File: src/rtl/gede_pkg.sv
`timescale 1ns / 1ps
// ----------------------------------------------------------------------------
// gede_pkg
// Shared types and constants for the gas exposure dose alarm: field widths,
// register map, band codes, reset values and the rescale unit interface.
// ----------------------------------------------------------------------------
package gede_pkg;

  // Field and state widths
  localparam int COUNT_WIDTH     = 32;
  localparam int PPM_WIDTH       = 16;
  localparam int THR_WIDTH       = 16;
  localparam int LIMIT_WIDTH     = 32;
  localparam int OUT_COUNT_WIDTH = 32;

  // APB register port
  localparam int APB_DATA_WIDTH = 32;
  localparam int APB_ADDR_WIDTH = 5;
  localparam int REG_IDX_WIDTH  = 3;

  // Rescale unit step counter, one bit per cycle
  localparam int STEP_WIDTH = $clog2(COUNT_WIDTH);
  localparam logic [STEP_WIDTH-1:0] STEP_LAST = STEP_WIDTH'(COUNT_WIDTH - 1);

  localparam logic [COUNT_WIDTH-1:0] CNT_MAX = '1;

  // Register map, word index
  typedef enum logic [REG_IDX_WIDTH-1:0] {
    REG_ENABLE     = 3'd0,
    REG_THR_LOW    = 3'd1,
    REG_THR_MID    = 3'd2,
    REG_THR_HIGH   = 3'd3,
    REG_LIMIT_LOW  = 3'd4,
    REG_LIMIT_MID  = 3'd5,
    REG_LIMIT_HIGH = 3'd6
  } reg_idx_e;

  // Concentration bands
  typedef enum logic [1:0] {
    BAND_NONE = 2'd0,
    BAND_LOW  = 2'd1,
    BAND_MID  = 2'd2,
    BAND_HIGH = 2'd3
  } band_e;

  // Register reset values (thresholds are ppm in 12.4: 10, 25, 90 ppm)
  localparam logic                   RST_ENABLE     = 1'b1;
  localparam logic [THR_WIDTH-1:0]   RST_THR_LOW    = THR_WIDTH'(10 * 16);
  localparam logic [THR_WIDTH-1:0]   RST_THR_MID    = THR_WIDTH'(25 * 16);
  localparam logic [THR_WIDTH-1:0]   RST_THR_HIGH   = THR_WIDTH'(90 * 16);
  localparam logic [LIMIT_WIDTH-1:0] RST_LIMIT_LOW  = LIMIT_WIDTH'(60 * 60 * 8);
  localparam logic [LIMIT_WIDTH-1:0] RST_LIMIT_MID  = LIMIT_WIDTH'(60 * 60);
  localparam logic [LIMIT_WIDTH-1:0] RST_LIMIT_HIGH = LIMIT_WIDTH'(60 * 15);

  // Rescale request: floor(c * n / d), saturated
  typedef struct packed {
    logic                   start;
    logic [COUNT_WIDTH-1:0] c;
    logic [COUNT_WIDTH-1:0] n;
    logic [COUNT_WIDTH-1:0] d;
  } rs_req_t;

  typedef struct packed {
    logic                   done;
    logic [COUNT_WIDTH-1:0] quot;
  } rs_rsp_t;

endpackage

File: src/rtl/gas_exposure_dose_alarm.sv
`timescale 1ns / 1ps
// ----------------------------------------------------------------------------
// gas_exposure_dose_alarm
// Sorts each one-second concentration tick into a band, tracks one exposure
// counter per band with rescaling on band change, and flags over-limit dose.
// ----------------------------------------------------------------------------
// Flow: a tick taken while disabled or below the low band goes straight to the emit
// state; with the band unchanged it passes the increment state first; on a band
// change the bit-serial rescale unit (32 multiply steps, then up to 32 divide steps)
// runs before the increment. One tick is in work at a time; the next is taken in the
// cycle after the result enters the output register, which may still be waiting.
// Reset: counters and band mark clear, registers take their documented values.
module gas_exposure_dose_alarm (
  input  logic                                  clk_i,
  input  logic                                  rst_ni,
  // Input tick channel
  input  logic                                  in_valid_i,
  output logic                                  in_stall_o,
  input  logic [gede_pkg::PPM_WIDTH-1:0]        ppm_level_i,
  // Result channel
  output logic                                  out_valid_o,
  input  logic                                  out_stall_i,
  output logic [1:0]                            band_o,
  output logic [gede_pkg::OUT_COUNT_WIDTH-1:0]  exposure_count_o,
  output logic                                  alarm_o,
  // APB register port
  input  logic                                  psel,
  input  logic                                  penable,
  input  logic                                  pwrite,
  input  logic [gede_pkg::APB_ADDR_WIDTH-1:0]   paddr,
  input  logic [gede_pkg::APB_DATA_WIDTH-1:0]   pwdata,
  output logic [gede_pkg::APB_DATA_WIDTH-1:0]   prdata,
  output logic                                  pready
);
  import gede_pkg::*;

  typedef enum logic [1:0] {
    ST_IDLE,
    ST_RESCALE,
    ST_INC,
    ST_EMIT
  } state_e;

  // Configuration registers
  logic                   enable_q;
  logic [THR_WIDTH-1:0]   thr_low_q;
  logic [THR_WIDTH-1:0]   thr_mid_q;
  logic [THR_WIDTH-1:0]   thr_high_q;
  logic [LIMIT_WIDTH-1:0] limit_low_q;
  logic [LIMIT_WIDTH-1:0] limit_mid_q;
  logic [LIMIT_WIDTH-1:0] limit_high_q;

  logic                     wr_en;
  logic [REG_IDX_WIDTH-1:0] reg_idx;

  // Tracking state and datapath
  state_e                  state_q;
  logic [COUNT_WIDTH-1:0]  cnt_low_q;
  logic [COUNT_WIDTH-1:0]  cnt_mid_q;
  logic [COUNT_WIDTH-1:0]  cnt_high_q;
  band_e                   last_band_q;
  band_e                   band_q;
  logic [COUNT_WIDTH-1:0]  work_q;
  logic [COUNT_WIDTH-1:0]  res_count_q;
  logic                    res_alarm_q;
  rs_req_t                 req_q;
  rs_rsp_t                 rsp;
  logic                    out_valid_q;
  band_e                   out_band_q;
  logic [COUNT_WIDTH-1:0]  out_count_q;
  logic                    out_alarm_q;

  logic                    in_accept;
  logic                    out_free;
  logic                    rescale_go;
  band_e                   band_in;
  logic [COUNT_WIDTH-1:0]  cnt_in;
  logic [COUNT_WIDTH-1:0]  cnt_last;
  logic [LIMIT_WIDTH-1:0]  lim_in;
  logic [LIMIT_WIDTH-1:0]  lim_last;
  logic [LIMIT_WIDTH-1:0]  lim_cur;
  logic [COUNT_WIDTH-1:0]  inc_val;
  logic                    alarm_new;

  // APB decode
  assign pready  = 1'b1;
  assign wr_en   = psel & penable & pwrite & pready;
  assign reg_idx = paddr[APB_ADDR_WIDTH-1:2];

  always_ff @(posedge clk_i or negedge rst_ni) begin
    if (!rst_ni) begin
      enable_q     <= RST_ENABLE;
      thr_low_q    <= RST_THR_LOW;
      thr_mid_q    <= RST_THR_MID;
      thr_high_q   <= RST_THR_HIGH;
      limit_low_q  <= RST_LIMIT_LOW;
      limit_mid_q  <= RST_LIMIT_MID;
      limit_high_q <= RST_LIMIT_HIGH;
    end else if (wr_en) begin
      unique case (reg_idx)
        REG_ENABLE:     enable_q     <= pwdata[0];
        REG_THR_LOW:    thr_low_q    <= pwdata[THR_WIDTH-1:0];
        REG_THR_MID:    thr_mid_q    <= pwdata[THR_WIDTH-1:0];
        REG_THR_HIGH:   thr_high_q   <= pwdata[THR_WIDTH-1:0];
        REG_LIMIT_LOW:  limit_low_q  <= pwdata[LIMIT_WIDTH-1:0];
        REG_LIMIT_MID:  limit_mid_q  <= pwdata[LIMIT_WIDTH-1:0];
        REG_LIMIT_HIGH: limit_high_q <= pwdata[LIMIT_WIDTH-1:0];
        default: ;
      endcase
    end
  end

  // Register readback
  always_comb begin
    prdata = '0;
    unique case (reg_idx)
      REG_ENABLE:     prdata = APB_DATA_WIDTH'(enable_q);
      REG_THR_LOW:    prdata = APB_DATA_WIDTH'(thr_low_q);
      REG_THR_MID:    prdata = APB_DATA_WIDTH'(thr_mid_q);
      REG_THR_HIGH:   prdata = APB_DATA_WIDTH'(thr_high_q);
      REG_LIMIT_LOW:  prdata = APB_DATA_WIDTH'(limit_low_q);
      REG_LIMIT_MID:  prdata = APB_DATA_WIDTH'(limit_mid_q);
      REG_LIMIT_HIGH: prdata = APB_DATA_WIDTH'(limit_high_q);
      default:        prdata = '0;
    endcase
  end

  // Band sort, highest passing threshold wins
  always_comb begin
    if (ppm_level_i > PPM_WIDTH'(thr_high_q)) begin
      band_in = BAND_HIGH;
    end else if (ppm_level_i > PPM_WIDTH'(thr_mid_q)) begin
      band_in = BAND_MID;
    end else if (ppm_level_i > PPM_WIDTH'(thr_low_q)) begin
      band_in = BAND_LOW;
    end else begin
      band_in = BAND_NONE;
    end
  end

  // Counter and limit selection by band
  always_comb begin
    case (band_in)
      BAND_LOW:  begin cnt_in = cnt_low_q;  lim_in = limit_low_q;  end
      BAND_MID:  begin cnt_in = cnt_mid_q;  lim_in = limit_mid_q;  end
      BAND_HIGH: begin cnt_in = cnt_high_q; lim_in = limit_high_q; end
      default:   begin cnt_in = '0;         lim_in = '0;           end
    endcase
    case (last_band_q)
      BAND_LOW:  begin cnt_last = cnt_low_q;  lim_last = limit_low_q;  end
      BAND_MID:  begin cnt_last = cnt_mid_q;  lim_last = limit_mid_q;  end
      BAND_HIGH: begin cnt_last = cnt_high_q; lim_last = limit_high_q; end
      default:   begin cnt_last = '0;         lim_last = '0;           end
    endcase
    case (band_q)
      BAND_LOW:  lim_cur = limit_low_q;
      BAND_MID:  lim_cur = limit_mid_q;
      BAND_HIGH: lim_cur = limit_high_q;
      default:   lim_cur = '0;
    endcase
  end

  // Saturating one-second increment and limit check
  assign inc_val   = (work_q == CNT_MAX) ? work_q : work_q + COUNT_WIDTH'(1);
  assign alarm_new = inc_val > COUNT_WIDTH'(lim_cur);

  assign in_stall_o = (state_q != ST_IDLE);
  assign in_accept  = in_valid_i & ~in_stall_o;
  assign out_free   = ~out_valid_q | ~out_stall_i;

  // Band change with tracking on: the new counter needs a rescale
  assign rescale_go = in_accept & enable_q & (band_in != BAND_NONE) &
                      (last_band_q != BAND_NONE) & (last_band_q != band_in);

  gede_rescale u_rescale (
    .clk_i  (clk_i),
    .rst_ni (rst_ni),
    .req_i  (req_q),
    .rsp_o  (rsp)
  );

  // Tick sequencer
  always_ff @(posedge clk_i or negedge rst_ni) begin
    if (!rst_ni) begin
      state_q     <= ST_IDLE;
      cnt_low_q   <= '0;
      cnt_mid_q   <= '0;
      cnt_high_q  <= '0;
      last_band_q <= BAND_NONE;
      band_q      <= BAND_NONE;
      work_q      <= '0;
      res_count_q <= '0;
      res_alarm_q <= 1'b0;
      req_q       <= '0;
      out_valid_q <= 1'b0;
      out_band_q  <= BAND_NONE;
      out_count_q <= '0;
      out_alarm_q <= 1'b0;
    end else begin
      // Result register: loaded by the sequencer, cleared once taken downstream
      if (state_q == ST_EMIT && out_free) begin
        out_valid_q <= 1'b1;
      end else if (!out_stall_i) begin
        out_valid_q <= 1'b0;
      end
      req_q.start <= rescale_go;

      unique case (state_q)
        ST_IDLE: begin
          if (in_accept) begin
            band_q <= band_in;
            if (!enable_q) begin
              // Frozen: report stored counter, no alarm
              res_count_q <= cnt_in;
              res_alarm_q <= 1'b0;
              state_q     <= ST_EMIT;
            end else if (band_in == BAND_NONE) begin
              // Clean air clears the dose, band mark stays
              cnt_low_q   <= '0;
              cnt_mid_q   <= '0;
              cnt_high_q  <= '0;
              res_count_q <= '0;
              res_alarm_q <= 1'b0;
              state_q     <= ST_EMIT;
            end else if (last_band_q != BAND_NONE && last_band_q != band_in) begin
              req_q.c     <= cnt_last;
              req_q.n     <= COUNT_WIDTH'(lim_in);
              req_q.d     <= COUNT_WIDTH'(lim_last);
              state_q     <= ST_RESCALE;
            end else begin
              work_q  <= cnt_in;
              state_q <= ST_INC;
            end
          end
        end
        ST_RESCALE: begin
          if (rsp.done) begin
            work_q  <= rsp.quot;
            state_q <= ST_INC;
          end
        end
        ST_INC: begin
          case (band_q)
            BAND_LOW:  cnt_low_q  <= inc_val;
            BAND_MID:  cnt_mid_q  <= inc_val;
            BAND_HIGH: cnt_high_q <= inc_val;
            default: ;
          endcase
          last_band_q <= band_q;
          res_count_q <= inc_val;
          res_alarm_q <= alarm_new;
          state_q     <= ST_EMIT;
        end
        ST_EMIT: begin
          if (out_free) begin
            out_band_q  <= band_q;
            out_count_q <= res_count_q;
            out_alarm_q <= res_alarm_q;
            state_q     <= ST_IDLE;
          end
        end
        default: begin
          state_q <= ST_IDLE;
        end
      endcase
    end
  end

  assign out_valid_o      = out_valid_q;
  assign band_o           = out_band_q;
  assign exposure_count_o = out_count_q[OUT_COUNT_WIDTH-1:0];
  assign alarm_o          = out_alarm_q;

endmodule

File: src/rtl/gede_rescale.sv
`timescale 1ns / 1ps
// ----------------------------------------------------------------------------
// gede_rescale
// Bit-serial rescale unit: shift-add multiply, then restoring divide, one
// bit per cycle. Quotient saturates to all ones, also on a zero divisor.
// ----------------------------------------------------------------------------
module gede_rescale (
  input  logic              clk_i,
  input  logic              rst_ni,
  input  gede_pkg::rs_req_t req_i,
  output gede_pkg::rs_rsp_t rsp_o
);
  import gede_pkg::*;

  typedef enum logic [2:0] {
    RS_IDLE,
    RS_MUL,
    RS_CHK,
    RS_DIV,
    RS_DONE
  } rs_state_e;

  rs_state_e               state_q;
  logic [COUNT_WIDTH-1:0]  hi_q;    // product high half, then remainder
  logic [COUNT_WIDTH-1:0]  lo_q;    // multiplier bits, product low, quotient
  logic [COUNT_WIDTH-1:0]  c_q;
  logic [COUNT_WIDTH-1:0]  d_q;
  logic [STEP_WIDTH-1:0]   step_q;

  logic [COUNT_WIDTH:0]    mul_sum;
  logic [COUNT_WIDTH:0]    div_trial;
  logic                    div_ok;

  // One multiply step: add multiplicand into the high half on a set bit
  assign mul_sum = {1'b0, hi_q} + (lo_q[0] ? {1'b0, c_q} : '0);

  // One divide step: remainder stays below the divisor, so 33 bits suffice
  assign div_trial = {hi_q, lo_q[COUNT_WIDTH-1]} - {1'b0, d_q};
  assign div_ok    = ~div_trial[COUNT_WIDTH];

  // Sequencer and datapath registers
  always_ff @(posedge clk_i or negedge rst_ni) begin
    if (!rst_ni) begin
      state_q <= RS_IDLE;
      hi_q    <= '0;
      lo_q    <= '0;
      c_q     <= '0;
      d_q     <= '0;
      step_q  <= '0;
    end else begin
      unique case (state_q)
        RS_IDLE: begin
          if (req_i.start) begin
            hi_q    <= '0;
            lo_q    <= req_i.n;
            c_q     <= req_i.c;
            d_q     <= req_i.d;
            step_q  <= '0;
            state_q <= RS_MUL;
          end
        end
        RS_MUL: begin
          hi_q   <= mul_sum[COUNT_WIDTH:1];
          lo_q   <= {mul_sum[0], lo_q[COUNT_WIDTH-1:1]};
          step_q <= step_q + STEP_WIDTH'(1);
          if (step_q == STEP_LAST) begin
            state_q <= RS_CHK;
          end
        end
        RS_CHK: begin
          // High half at or above the divisor: quotient overflows the counter
          step_q <= '0;
          if (hi_q >= d_q) begin
            lo_q    <= CNT_MAX;
            state_q <= RS_DONE;
          end else begin
            state_q <= RS_DIV;
          end
        end
        RS_DIV: begin
          hi_q   <= div_ok ? div_trial[COUNT_WIDTH-1:0]
                           : {hi_q[COUNT_WIDTH-2:0], lo_q[COUNT_WIDTH-1]};
          lo_q   <= {lo_q[COUNT_WIDTH-2:0], div_ok};
          step_q <= step_q + STEP_WIDTH'(1);
          if (step_q == STEP_LAST) begin
            state_q <= RS_DONE;
          end
        end
        RS_DONE: begin
          state_q <= RS_IDLE;
        end
        default: begin
          state_q <= RS_IDLE;
        end
      endcase
    end
  end

  assign rsp_o.done = (state_q == RS_DONE);
  assign rsp_o.quot = lo_q;

endmodule

File: config.mk
export PLATFORM = sky130hd
export DESIGN_NAME = gas_exposure_dose_alarm
export DESIGN_NICKNAME = d
export VERILOG_FILES = /design/src/rtl/gede_pkg.sv /design/src/rtl/gas_exposure_dose_alarm.sv /design/src/rtl/gede_rescale.sv
export SDC_FILE = /design/constraint.sdc
export NUM_CORES = 2
export LEC_CHECK = 0
export BUFFER_PORTS_ARGS = -buffer_cell sky130_fd_sc_hd__buf_2
export CORE_AREA = 2 2 257 259
export CTS_CLUSTER_DIAMETER = 200
export DETAILED_ROUTE_END_ITERATION = 10
export DIE_AREA = 0 0 259 261
export GPL_TIMING_DRIVEN = 0
export PLACE_DENSITY_LB_ADDON = 0.1
export SYNTH_ARGS = -nofsm -noshare
export SYNTH_HDL_FRONTEND = slang
export SYNTH_HIERARCHICAL = 1
export SYNTH_SLANG_ARGS = --single-unit
export TNS_END_PERCENT = 10
File: constraint.sdc
create_clock -name clk_i -period 5.2 [get_ports clk_i]
set_clock_uncertainty 0.1 [all_clocks]
set_input_delay 0.52 -clock clk_i [delete_from_list [all_inputs] [get_ports clk_i]]
set_output_delay 0.52 -clock clk_i [all_outputs]
set_load 0.005 [all_outputs]
==> summary.md <==
| Metric | Value |
|---|---|
| Number of primary I/O pins | `130` |
| Met2 Usage GRT | `56.7%` |
| Count of max-cap constraint violations | `0` |
| Area fraction in and, or, nand and nor cells after synthesis | `10.6%` |
| Proportion of power drawn by flip-flops and latches | `34.7%` |
| Count of cells resized by post-cts repair | `0` |
| Headroom to the max-slew limit | `17.8%` |
| Buffers from clock root to sink, at most | `3` |
| Kind of cell adding the most delay to the critical path | `compound AO/OA/AOI/OAI gates` |
| Die outline height | `261 um` |
| Worst path arrival time | `5.17 ns` |
| Mean instance size in the synthesized netlist | `10.3 um^2` |
| Top cell type by total area after synthesis | `dfrtp_1` |
| Post-CTS Setup Bufs | `0` |
| Fraction of power spent switching nets | `38.9%` |
| Combined area of all synthesized cells | `0.0353 mm^2` |
| Actual slew at the worst max-slew pin | `around 1.2 ns` |
| Type of the worst setup path | `reg2reg` |
| Number of nets in the finished design | `3871` |
| Max IR drop VDD | `0.294 mV` |
| Highest cell delay on the worst timing path | `0.90 ns` |
| Post-DP Area | `between 0.03 and 0.04 mm^2` |
| Initial standard-cell utilization of the core | `a little over half` |
| Syn-to-layout area delta | `12.1%` |
| Cell depth of the worst flop-to-flop path | `14` |
| Hold Startpoint | `out_stall_i` |
| Clk pin slew, worst setup/hold paths | `0.06 ns` |
| Area occupied by multi-input gates | `0.0195 mm^2` |
| Yosys warnings | `6` |
| CTS tree | `done` |
| WP buf/inv | `2` |
| Worst-Skew Late Latency | `0.63 ns` |
| Maximum number of pins on one net before global-route repair | `around 120` |
| Final standard cell utilization of the core | `around 61%` |
| Register name with the most flops | `req_q` |
| Die X-Extent | `259 um` |
| Cell count after synthesis | `3428` |
| Smallest hold slack | `0.0299 ns` |
| # port buffers | `125` |
| FF+latch area | `0.0146 mm^2` |
| Layout cells sized above 1 | `23.3%` |
| Row count | `94` |
| Root buf cell | `clkbuf_16` |
| DRC | `0` |
| Primary FF master, synth | `dfrtp_1` |
| Worst reg2reg startpoint | `u_rescale/lo_q[0]` |
| Average wire per cell in the routed design | `around 26 um` |
| Fillcell total | `~5500` |
| CP Max Fanout | `10` |
| Overall track demand over capacity in global routing | `34.2%` |
| Vias in the first global route | `a little under 30000` |
| Global Route met1 Usage | `between 40 and 50%` |
| Post-detailed-route count of antenna-violating nets | `0` |
| Share of cell area taken by muxes after synthesis | `20.8%` |
| Kind of launch point of the worst setup path | `flop` |
| Number of buffers inserted for hold repair after clock tree synthesis | `1` |
| Weighted congestion reported at the end of routability-driven placement | `slightly below 1` |
| Kind of end point of the critical path | `flop` |
| Cell mode on critical path | `a21oi_1` |
| Max FFs per register | `97` |
| Grt peak-use layer | `met2` |
| Most used standard cells in the synthesized netlist | `dfrtp_1 (559), mux2_2 (518), nand2_1 (269)` |
| Wire length of the first global-routing pass | `175000 um` |
| Portion of the clock cycle consumed by the worst path in the final layout | `92.3%` |
| Upper clock frequency limit | `208 MHz` |
| Pwr Density | `496 mW/mm^2` |
| Core ar. | `0.0650 mm^2` |
| Result of the run | `finished, final reports clean` |
| Terminus of the critical flop-to-flop path | `u_rescale/hi_q[27]` |
| Fraction of power consumed by the clock network | `26.0%` |
| Largest family of logic cells by synthesized area | `multiplexers` |
| Sink Count | `581` |
| Cell with the most instances after synthesis | `dfrtp_1` |
| Share of synthesized cell area in full adder, half adder and majority cells | `6.55%` |
| Hpwl dp | `~90000 um` |
| Final Setup Violations | `0` |
| Fraction of synthesized cell area taken by the top area cell type | `39.6%` |
| Total number of vias | `29000` |
| Total count of hold-check failures in the final report | `0` |
| Xor/xnor share of the synthesized area | `2.00%` |
| Critical path required time | `5.57 ns` |
| Series of cell instances along the critical path | `clkbuf_1 > and2_1 > ha_1 > inv_1 > fa_1 > nand2b_1 > a21oi_1 > o41ai_1 > o21ai_0 > a21oi_1 > nor3_1 > or4_1 > a32oi_1 > o21ai_1` |
| Count of state elements after synthesis | `581` |
| Fraction of power consumed by combinational cells | `39.3%` |
| Layout Cell Area excl Fill | `0.0396 mm^2` |
| Drt pass-1 iters | `5` |
| Post-Route WL | `117000 um` |
| Leak Pwr | `between 15 and 20 nW` |
| Fraction of synthesis flops using an asynchronous set or reset pin | `100%` |
| Highest-delay cell along the critical path | `o41ai_1` |
| Sequential element share of the synthesized area | `~41%` |
| Switching component of the power | `between 7 and 8 mW` |
| Worst Hold Path Cells | `2` |
| Via density per instance | `6.38` |
| Register-to-register path setup slack | `0.40 ns` |
| Cell Int Power | `about 12 mW` |
| Worst hold-check path type | `in2reg` |
| Count of flip-flops with a built-in enable after synthesis | `0` |
| Post-route total power | `roughly 20 mW` |
| Synth Area in Compound Gates | `15.1%` |
| Unrepaired setup endpoints after global routing | `false` |
| Antenna violations before repair | `7` |
| Count of routing violations after the opening detailed-route iteration | `2627` |
| Mapped Nets | `about 3700` |
| Cell types occupying the most area after synthesis | `dfrtp_1 (40%), mux2_2 (17%), ha_1 (6.4%)` |
| Number of clock buffers inserted by TritonCTS | `between 60 and 70` |
| Area of the die | `0.0676 mm^2` |
| Met3 GRT Util | `4.05%` |
| Number of distinct library cell variants in the gate-level netlist after synthesis | `97` |
| Htree depth | `3` |
| Max-slew violations | `0` |
| Minimum clock period | `4.80 ns` |
| Hold Crit Endpoint | `out_valid_o` |
| Global route total overflow | `0` |
[cells in the final DEF, fill, tap and decap left out, types with 9 or more instances in the layout]
| cell | Yosys | final |
|---|---|---|
| o21ai_0 | 222 | 222 |
| mux2_1 | 9 | 9 |
| xor2_1 | 33 | 33 |
| nor2_1 | 206 | 206 |
| o211ai_1 | 13 | 13 |
| dfstp_2 | 22 | 22 |
| clkbuf_16 | 0 | 68 |
| inv_1 | 109 | 109 |
| or3_1 | 9 | 9 |
| and3_1 | 17 | 17 |
| a21o_1 | 41 | 41 |
| mux2i_1 | 141 | 141 |
| a31oi_1 | 17 | 17 |
| buf_1 | 26 | 26 |
| a221oi_1 | 55 | 55 |
| a211oi_1 | 17 | 17 |
| a22o_1 | 67 | 67 |
| nand2b_1 | 14 | 14 |
| a22oi_1 | 18 | 18 |
| o31ai_1 | 42 | 42 |
| clkbuf_8 | 2 | 22 |
| o21a_1 | 16 | 16 |
| dfrtp_1 | 559 | 559 |
| nand4_1 | 38 | 38 |
| xnor2_1 | 42 | 42 |
| nor3_1 | 25 | 25 |
| clkbuf_1 | 147 | 154 |
| ha_1 | 181 | 181 |
| a21oi_1 | 177 | 177 |
| nand3_1 | 56 | 56 |
| nand2_1 | 269 | 269 |
| o21ai_1 | 12 | 12 |
| and2_1 | 74 | 74 |
| o22ai_1 | 12 | 12 |
| buf_2 | 26 | 150 |
| nor2b_1 | 20 | 20 |
| mux2_2 | 518 | 518 |
| o21bai_1 | 35 | 35 |
[kinds of logic (layout without fill, tap and decap cells)]
logic type,after synthesis,count (layout)
multiplexers,669,669
XOR/XNOR,78,78
buffers and inverters,318,567
AO/OA/AOI/OAI,813,813
other,1,2
adder cells (fa/ha/maj),184,184
AND/OR/NAND/NOR,784,784
flip-flops,581,581
[power groups by stage]
stage               Sequential [mW]  Combinational [mW]  Clock (mW)
floorplan                      6.49                5.09           0
global placement               6.76                7.35           0
detailed placement             6.84                7.55           0
CTS                            6.77                7.60        5.16
global route                   6.95                8.25        5.33
finish                         6.82                7.72        5.11
[metal layers]
| layer | routed length (um) | vias to the layer above | part of all wire, % |
|---|---|---|---|
| met5 | 13 | - | 0.011 |
| met4 | 5960 | 2 | 5.1 |
| met3 | 7170 | 290 | 6.1 |
| met2 | 55700 | 1174 | 48 |
| met1 | 47800 | 14600 | 41 |
| li1 | - | 12900 | - |
[final cells by class]
class / instances / area share (%)
inverter: 110 / 1.04
antenna: 1 / 0.00632
clock inverter: 23 / 1.02
sequential: 581 / 36.8
buffer: 208 / 2.19
clock buffer: 95 / 5.06
timing repair buffer: 131 / 1.98
tap: 864 / 2.73
multi-input combinational: 2529 / 49.2
[worst max path at each step]
stage	startpoint	endpoint	slack [ns]	cells past startpoint
finish	u_rescale/lo_q[0]	u_rescale/hi_q[27]	0.40	14
global route	u_rescale/lo_q[0]	u_rescale/hi_q[29]	0.29	14
CTS	work_q[0]	res_alarm_q	0.52	16
detailed placement	work_q[0]	res_alarm_q	0.58	16
global placement	rst_ni	exposure_count_o[6]	-8.32	1
floorplan	work_q[29]	res_alarm_q	1.42	14
[per-stage QoR]
stage	TNS [ns]	instances	worst slack [ns]
global route	0	4541	0.286
CTS	0	4541	0.523
finish	0	4542	0.400
global placement	-4683.77	4417	-8.32
detailed placement	0	4422	0.576
floorplan	0	3428	1.42
(Power assumes the default switching activity.)
